<file path="src/hdl/ddc_pkg.sv">
// Package for the distance dip counter: word types, field widths,
// register reset values and register index codes. No dependencies.
package ddc_pkg;

	localparam int DATA_W    = 24;
	localparam int COUNT_W   = 7;
	localparam int SPACING_W = 7;
	localparam int CFG_IDX_W = 2;

	localparam logic [COUNT_W-1:0] COUNT_MAX = 7'd127;

	localparam logic [DATA_W-1:0]    DIP_LIMIT_RST   = 24'd384;
	localparam logic [DATA_W-1:0]    RISE_LIMIT_RST  = 24'd1280;
	localparam logic [DATA_W-1:0]    FLOOR_LIMIT_RST = 24'd256;
	localparam logic [SPACING_W-1:0] MIN_SPACING_RST = 7'd5;

	localparam logic [CFG_IDX_W-1:0] CFG_DIP_LIMIT   = 2'd0;
	localparam logic [CFG_IDX_W-1:0] CFG_RISE_LIMIT  = 2'd1;
	localparam logic [CFG_IDX_W-1:0] CFG_FLOOR_LIMIT = 2'd2;
	localparam logic [CFG_IDX_W-1:0] CFG_MIN_SPACING = 2'd3;

	typedef struct packed {
		logic [DATA_W-1:0] distance;
		logic              last;
	} in_word_t;

	typedef struct packed {
		logic [COUNT_W-1:0] dip_count;
		logic               odd;
		logic               overflow;
	} out_word_t;

endpackage

</file>
<file path="src/hdl/distance_dip_counter.sv">
// Distance dip counter top level: counts dips in a run of squared-distance
// samples and reports the count on the last sample. Depends on ddc_pkg.
//
//   channel  direction  handshake                   word
//   in       sink       in_valid / in_stall          ddc_pkg::in_word_t
//   out      source     out_valid / out_stall        ddc_pkg::out_word_t
//   cfg      sink       cfg_we, cfg_index, cfg_data  24-bit register data
//
// One sample per cycle while in_stall is low; after its last sample is accepted,
// a result passes through the input register, then the result register, and
// is held there until out_stall is low.
// The run state updates from the input register in a single pass.
// Reset restores the register defaults and clears the run state.
// A last sample waits in the input register while a previous result is
// held by out_stall; other samples flow on.
module distance_dip_counter #(
	parameter int LAG         = 4,
	parameter int MAX_SAMPLES = 128
) (
	input  logic                                 clk,
	input  logic                                 arst_n,
	input  logic                                 in_valid,
	output logic                                 in_stall,
	input  ddc_pkg::in_word_t                    in_word,
	output logic                                 out_valid,
	input  logic                                 out_stall,
	output ddc_pkg::out_word_t                   out_word,
	input  logic                                 cfg_we,
	input  logic [ddc_pkg::CFG_IDX_W-1:0]        cfg_index,
	input  logic [ddc_pkg::DATA_W-1:0]           cfg_data
);

	localparam int WIN = 2 * LAG;
	localparam int PW  = $clog2(MAX_SAMPLES + 1);
	localparam int IW  = $clog2(MAX_SAMPLES);
	localparam int SW  = (IW > ddc_pkg::SPACING_W) ? IW : ddc_pkg::SPACING_W;
	localparam int DW  = ddc_pkg::DATA_W;
	localparam int CW  = ddc_pkg::COUNT_W;

	logic [DW-1:0]                  dip_limit_q;
	logic [DW-1:0]                  rise_limit_q;
	logic [DW-1:0]                  floor_limit_q;
	logic [ddc_pkg::SPACING_W-1:0]  min_spacing_q;

	logic                           valid_s1;
	ddc_pkg::in_word_t              word_s1;

	logic [DW-1:0]                  win_q [WIN];
	logic [PW-1:0]                  pos_q;
	logic [IW-1:0]                  last_dip_q;
	logic [CW-1:0]                  count_q;
	logic [DW-1:0]                  min_q;
	logic [IW-1:0]                  min_pos_q;
	logic                           overflowed_q;

	logic                           out_valid_q;
	ddc_pkg::out_word_t             out_word_q;

	logic                           blocked;
	logic                           adv;
	logic                           ovf_hit;
	logic                           take_min;
	logic                           test;
	logic                           dip;
	logic [DW-1:0]                  d;
	logic [DW-1:0]                  centre;
	logic [DW-1:0]                  left;
	logic [PW-1:0]                  ci_full;
	logic [IW-1:0]                  ci;
	logic [IW-1:0]                  gap;
	logic [DW-1:0]                  min_n;
	logic [IW-1:0]                  min_pos_n;
	logic [CW-1:0]                  count_n;
	logic [CW-1:0]                  result;
	logic                           ovf_n;

	assign blocked   = valid_s1 && word_s1.last && out_valid_q && out_stall;
	assign adv       = valid_s1 && !blocked;
	assign in_stall  = blocked;
	assign out_valid = out_valid_q;
	assign out_word  = out_word_q;

	always_comb begin
		d         = word_s1.distance;
		centre    = win_q[LAG-1];
		left      = win_q[WIN-1];
		ovf_hit   = pos_q >= PW'(MAX_SAMPLES);
		take_min  = !ovf_hit && ((pos_q == '0) || (d < min_q));
		min_n     = take_min ? d : min_q;
		min_pos_n = take_min ? pos_q[IW-1:0] : min_pos_q;
		test      = !ovf_hit && ({{(32-PW){1'b0}}, pos_q} >= 32'(WIN));
		ci_full   = pos_q - PW'(LAG);
		ci        = ci_full[IW-1:0];
		gap       = ci - last_dip_q;
		dip       = test && (centre < dip_limit_q)
			&& (left > centre) && (d > centre)
			&& ((left - centre) > rise_limit_q)
			&& ((d - centre) > rise_limit_q)
			&& (ci >= last_dip_q)
			&& (SW'(gap) >= SW'(min_spacing_q));
		count_n   = (dip && (count_q != ddc_pkg::COUNT_MAX)) ? count_q + 1'b1 : count_q;
		ovf_n     = overflowed_q | ovf_hit;
		result    = ((count_n == '0) && (min_n < floor_limit_q) && (min_pos_n != '0))
			? CW'(1) : count_n;
	end

	always_ff @(posedge clk or negedge arst_n) begin
		if (!arst_n) begin
			dip_limit_q   <= ddc_pkg::DIP_LIMIT_RST;
			rise_limit_q  <= ddc_pkg::RISE_LIMIT_RST;
			floor_limit_q <= ddc_pkg::FLOOR_LIMIT_RST;
			min_spacing_q <= ddc_pkg::MIN_SPACING_RST;
		end else if (cfg_we) begin
			case (cfg_index)
				ddc_pkg::CFG_DIP_LIMIT:   dip_limit_q   <= cfg_data;
				ddc_pkg::CFG_RISE_LIMIT:  rise_limit_q  <= cfg_data;
				ddc_pkg::CFG_FLOOR_LIMIT: floor_limit_q <= cfg_data;
				ddc_pkg::CFG_MIN_SPACING: min_spacing_q <= cfg_data[ddc_pkg::SPACING_W-1:0];
				default: ;
			endcase
		end
	end

	// input register
	always_ff @(posedge clk or negedge arst_n) begin
		if (!arst_n) begin
			valid_s1 <= 1'b0;
		end else if (in_valid && !in_stall) begin
			valid_s1 <= 1'b1;
		end else if (adv) begin
			valid_s1 <= 1'b0;
		end
	end

	always_ff @(posedge clk) begin
		if (in_valid && !in_stall) begin
			word_s1 <= in_word;
		end
	end

	// sample window, filled anew each run before any centre is tested
	always_ff @(posedge clk) begin
		if (adv && !ovf_hit) begin
			win_q[0] <= d;
			for (int k = 1; k < WIN; k++) begin
				win_q[k] <= win_q[k-1];
			end
		end
	end

	// run state
	always_ff @(posedge clk or negedge arst_n) begin
		if (!arst_n) begin
			pos_q        <= '0;
			last_dip_q   <= '0;
			count_q      <= '0;
			min_q        <= '1;
			min_pos_q    <= '0;
			overflowed_q <= 1'b0;
		end else if (adv) begin
			if (word_s1.last) begin
				pos_q        <= '0;
				last_dip_q   <= '0;
				count_q      <= '0;
				min_q        <= '1;
				min_pos_q    <= '0;
				overflowed_q <= 1'b0;
			end else begin
				pos_q        <= ovf_hit ? pos_q : pos_q + 1'b1;
				last_dip_q   <= dip ? ci : last_dip_q;
				count_q      <= count_n;
				min_q        <= min_n;
				min_pos_q    <= min_pos_n;
				overflowed_q <= ovf_n;
			end
		end
	end

	// result register
	always_ff @(posedge clk or negedge arst_n) begin
		if (!arst_n) begin
			out_valid_q <= 1'b0;
		end else if (adv && word_s1.last) begin
			out_valid_q <= 1'b1;
		end else if (!out_stall) begin
			out_valid_q <= 1'b0;
		end
	end

	always_ff @(posedge clk) begin
		if (adv && word_s1.last) begin
			out_word_q.dip_count <= result;
			out_word_q.odd       <= result[0];
			out_word_q.overflow  <= ovf_n;
		end
	end

endmodule

</file>
<file path="config.mk">
export PLATFORM = sky130hd
export DESIGN_NAME = distance_dip_counter
export DESIGN_NICKNAME = d
export VERILOG_FILES = /design/src/hdl/ddc_pkg.sv /design/src/hdl/distance_dip_counter.sv
export SDC_FILE = /design/constraint.sdc
export NUM_CORES = 1
export LEC_CHECK = 0
export ABC_AREA = 1
export BUFFER_PORTS_ARGS = -buffer_cell sky130_fd_sc_hd__buf_2
export CORE_UTILIZATION = 45
export CTS_BUF_LIST = sky130_fd_sc_hd__clkbuf_8
export DETAILED_ROUTE_END_ITERATION = 10
export PLACE_DENSITY = 0.61
export SETUP_SLACK_MARGIN = 0.1
export SLEW_MARGIN = 20
export SYNTH_ARGS = -nofsm -noshare
export SYNTH_HDL_FRONTEND = slang
export SYNTH_SLANG_ARGS = --single-unit
export TNS_END_PERCENT = 10
</file>
<file path="constraint.sdc">
create_clock -name clk -period 9.1 [get_ports clk]
set_input_delay 0 -clock clk [delete_from_list [all_inputs] [get_ports clk]]
set_output_delay 0 -clock clk [all_outputs]
set_load 0.05 [all_outputs]
</file>
== After elaboration in Yosys (flattened, before gate mapping) ==
Memory sizes are Yosys's and may differ from the RTL's.
Cells that the tools add are included.
Word-level totals
  bits in registers: 168
  RAM bits: 192
  bits of input ports: 56
  output and inout bits: 11
  word-level logic and storage cells: 93
  memories: 1
Memories
  win_q: words 8, width 24, read ports 8, clocked after Yosys merged registers in 0, wr ports 8, line distance_dip_counter.sv:48  | logic [DW-1:0] win_q [WIN];
Cells by class
  add/sub/neg operators: 6
  order comparisons: 11
  equal/unequal tests: 6
  mux-type cells: 17
  bitwise logic cells: 1
  reductions and logical operators: 34
Operators with widths (number)
  24-bit > comparator: 4
  24-bit less-than comparator: 3
  24-bit two-way mux: 2
  24-bit subtractor: 2
  7-bit two-way mux: 6
  1-bit logical AND: 19
  8-bit two-way mux: 2
  7-bit greater-or-equal comparator: 2
  2-bit AND reduction: 6
  8-bit by 1-bit adder with 8-bit output, second input constant: 1
  8-bit by 4-bit greater-or-equal comparator with 1-bit output, second input constant: 1
  8-bit greater-or-equal comparator, second input constant: 1
  8-bit zero test: 1
  7-bit by 1-bit adder with 7-bit output, second input constant: 1
  7-bit zero test: 1
  1-bit two-way mux: 7
  7-bit inequality test, second input constant: 1
  7-bit nonzero test: 1
  7-bit by 3-bit subtractor with 7-bit output, second input constant: 1
  7-bit subtractor: 1
  2-bit == test, second input constant: 2
  2-bit nonzero test: 2
  2-bit by 1-bit == test with 1-bit output, second input constant: 1
  1-bit zero test: 2
  other kinds (5): 5

== Longest topological paths before layout ==
  word-level depth: 15
  gate-level depth with buffers: 40
  depth with buffers taken out: 40

== Worst setup path after synthesis ==
No wires, ideal clock.
  path type: register to register
  start point: register out_valid_q, in the netlist out_valid
  end point: register pos_q[6]
  arrival: 10197 ps
  slack: -1227 ps
  cell stages (with the launch flop): 11
  clock period less this slack: 10327 ps
  path through: dfrtp_1 > nand2_1 > nor3_1 > nor2_1 > inv_1 > nor2_1 > nor2_1 > inv_1 > nand3_1 > o21ai_0 > a21oi_1
Between the ends
  word-level cells in the longest chain between the ends: 5
Ends and longest elaborated chain
  start, declared: line distance_dip_counter.sv:56  | logic out_valid_q;
  start signal, assigned: line distance_dip_counter.sv:182  | out_valid_q <= 1'b0;
  start signal, assigned: line distance_dip_counter.sv:184  | out_valid_q <= 1'b1;
  start signal, assigned: line distance_dip_counter.sv:186  | out_valid_q <= 1'b0;
  1-bit logical AND (2 in a row): line distance_dip_counter.sv:77  | assign blocked = valid_s1 && word_s1.last && out_valid_q && out_stall;
  named net in_stall: line distance_dip_counter.sv:23  | output logic in_stall,
  1-bit zero test: line distance_dip_counter.sv:78  | assign adv = valid_s1 && !blocked;
  1-bit logical AND: line distance_dip_counter.sv:78
  2-bit AND reduction (no line)
  end signal, assigned: line distance_dip_counter.sv:169  | pos_q <= ovf_hit ? pos_q : pos_q + 1'b1;
  end, declared: line distance_dip_counter.sv:49  | logic [PW-1:0] pos_q;
The timed path passes the listed nets, and every way through them passes these cells.
A chain may end at the register's enable or synchronous reset.

==> impl_metrics.ini <==
[outcome]
outcome = completed

[timing]
fin_crit_sh_pct = 55.9
tns_ps = 0
setup_viol = 0
slew_viol_final = 0
fin_crit_ps = 5090
worstMarginPinSlew_ps = 1020
clock_skew_ps = 46.5
max_slew_margin_pct = 31.7
fmax_ghz = 0.197
rsz0062_at_grt = no
finalHoldViolations = 0
setup_ws_ps = 4010

[synth]
syn_avg_cell_area_sq_um = 10.0
synth_seq_cells = 360
syn_inst = 1840
seq_area_frac_synth_pct = 55.2
yosys_warnings = 0
synth_edf_count = 225
synth-main-ff-cell = edfxtp_1
yosysUniqueCellTypes = 47
syn-num-nets = 2083
syn_area_sq_mm = 0.0184
async_flop_share_pct = 37.5

[global_route]
gr-total-overflow = 0
grt_pass1_vias = 13000
antenna_found_initial = 0
grt_pass1_wl_mm = 68.4
track_usage_pct = 21.3
grt_max_degree = 79

[place]
pre_cts_ws_ps = 3960
hpwl_mm = 30.6
place.gp.congestion = 0.893
placed_area_sq_mm = 0.0194
io_buffer_count = 66

[drt]
vias = 13100
vias_per_cell = 5.03
drt_pass1_iterations = 4
drt_wl_total_mm = 42.8
drtIter0Drc = 826
ant_nets = 0
route.detailed.drc = 0
wl_per_cell_um = 16.4

[worst_setup_path]
critical_path_class = flip-flop to flip-flop
crit_buf_inv = 2
cp.required_ps = 9540
cp_slowest_cell = edfxtp_1
end_kind = flip-flop
worst_ep_arrival_time_ps = 5530
crit_fanout = 4
cp_top_family = simple AND/OR/NAND/NOR gates
startpoint_type = flip-flop
slowest_delay_ps = 430
critPathMostFrequentCell = nand2_1

[floorplanning]
die_area_sq_mm = 0.0417
ios = 67
initial_core_util_pct = 45.9
core_sq_mm = 0.0401
chipWidth_um = 204
dieHeight_um = 204
rows = 73

[power]
finalPower_uw = 4680
power_leakage_uw = 0.0100
power_density_mw_per_mm2 = 218
ir_drop_mv = 0.115

[finish]
finish.utilization_pct = 53.6
final_area_sq_mm = 0.0215
syn2layout_area_growth_pct = 16.6
num-nets-final = 2268
multiInputGateArea_sq_mm = 0.00697
layout_common_cells = 378 x nand2_1, 321 x inv_1, 225 x edfxtp_1, 184 x ha_1, 124 x a21oi_1
diodes = 0
nFillCells = 3524
drive_above_1_share_pct = 10.4
final_common_cell = nand2_1
seq_area_sq_mm = 0.0102

[clocking]
clk_pin_slew_ps = 60
root_buffer = clkbuf_8
cts_tree = done
clock_latency_ps = 690
cts_buffer_depth = 3
clock_sinks = 360
cts_buffers = 60
htreeDepth = 2

[run]
max-cap-violations = 0

[hold_path]
hp-class = input pin to flip-flop
registers in the layout (all words and copies together), names as in the netlist, 7 cells and up:
register,count
d,24
out_word,8
min_pos_q,7
min_spacing_q,7
last_dip_q,7
count_q,7
floor_limit_q,24
pos_q,8
dip_limit_q,24
win_q,192
min_q,24
rise_limit_q,24
stage by stage:
stage	cells	hold WS, ps
floorplan	1840	-296
global placement	2413	99.6
detailed placement	2413	101
CTS	2600	5.82
global route	2600	29.8
finish	2600	47.0
cells in the mapped netlist, drive strengths merged (2+ instances only):
master	count	share of area [%]
dfrtp	104	14
o21a	4	0.16
or2	2	0.068
nand4	19	0.73
o21ai	117	3.2
inv	307	6.3
o22ai	37	1.3
ha	184	12
a21o	9	0.37
buf	7	0.21
nor3	9	0.24
nand3	57	1.6
xor2	37	1.8
a31oi	7	0.24
nand2	383	7.9
xnor2	18	0.86
a22o	2	0.095
fa	3	0.33
a21boi	3	0.14
o211ai	3	0.12
nor2	107	2.3
clkinv	4	0.081
o21bai	5	0.20
dfstp	31	4.4
clkbuf	22	0.45
edfxtp	225	37
nor4	3	0.10
a21oi	124	3.4
per-layer routing:
| metal | wire, um | global-route usage, % | part of all wire (%) | up-vias |
|---|---|---|---|---|
| li1 | - | - | - | 6539 |
| met1 | 20400 | 30.2 | 48 | 6201 |
| met2 | 19200 | 32.7 | 45 | 267 |
| met3 | 1960 | 3.30 | 4.6 | 76 |
| met4 | 1220 | 8.45 | 2.9 | 0 |
| met5 | 0 | 0 | 0 | - |
worst paths after layout:
path | to | depth (start not counted) | start | slack [ps]
hold reg to reg | win_q[1][90] | 0 | win_q[1][66] | 410
min in group asynchronous | min_q[16] | 3 | arst_n | 470
hold / removal | d[22] | 2 | in_word[23] | 50
max in group asynchronous | floor_limit_q[11] | 4 | arst_n | 7800
setup / recovery | out_word[1] | 38 | win_q[0][72] | 4010
setup reg to reg | out_word[1] | 38 | win_q[0][72] | 4010
cell type report:
type                       instances  area share, %
clock buffer                      74           4.74
sequential                       360           47.4
timing repair buffer             152           5.53
multi-input combinational       1140           32.5
clock inverter                    38           1.41
inverter                         311           5.44
tap                              525           3.06
power breakdown:
group | internal, uW | leakage [uW] | total, uW | switching [uW]
clock | 878 | 0.000720 | 1550 | 669
sequential | 1940 | 0.00386 | 2030 | 88.4
combinational | 420 | 0.00542 | 1100 | 682
total | 3240 | 0.0100 | 4680 | 1440
what timing repair did:
action / CTS / global route
resized for setup: 0 / 0
setup buffers: 0 / 0
hold buffers: 75 / 0
hold endpoints to repair: 201 / 0
kinds of logic after synthesis:
family,after synthesis,synth area share [%]
DFF,360,55.2
xor gates and xnor gates,55,2.61
and+or+nand+nor,582,12.9
buffers and inverters,340,7.00
adders and majority gates,187,12.8
AOI/OAI and AO/OA,316,9.41
(Power assumes the default switching activity.)
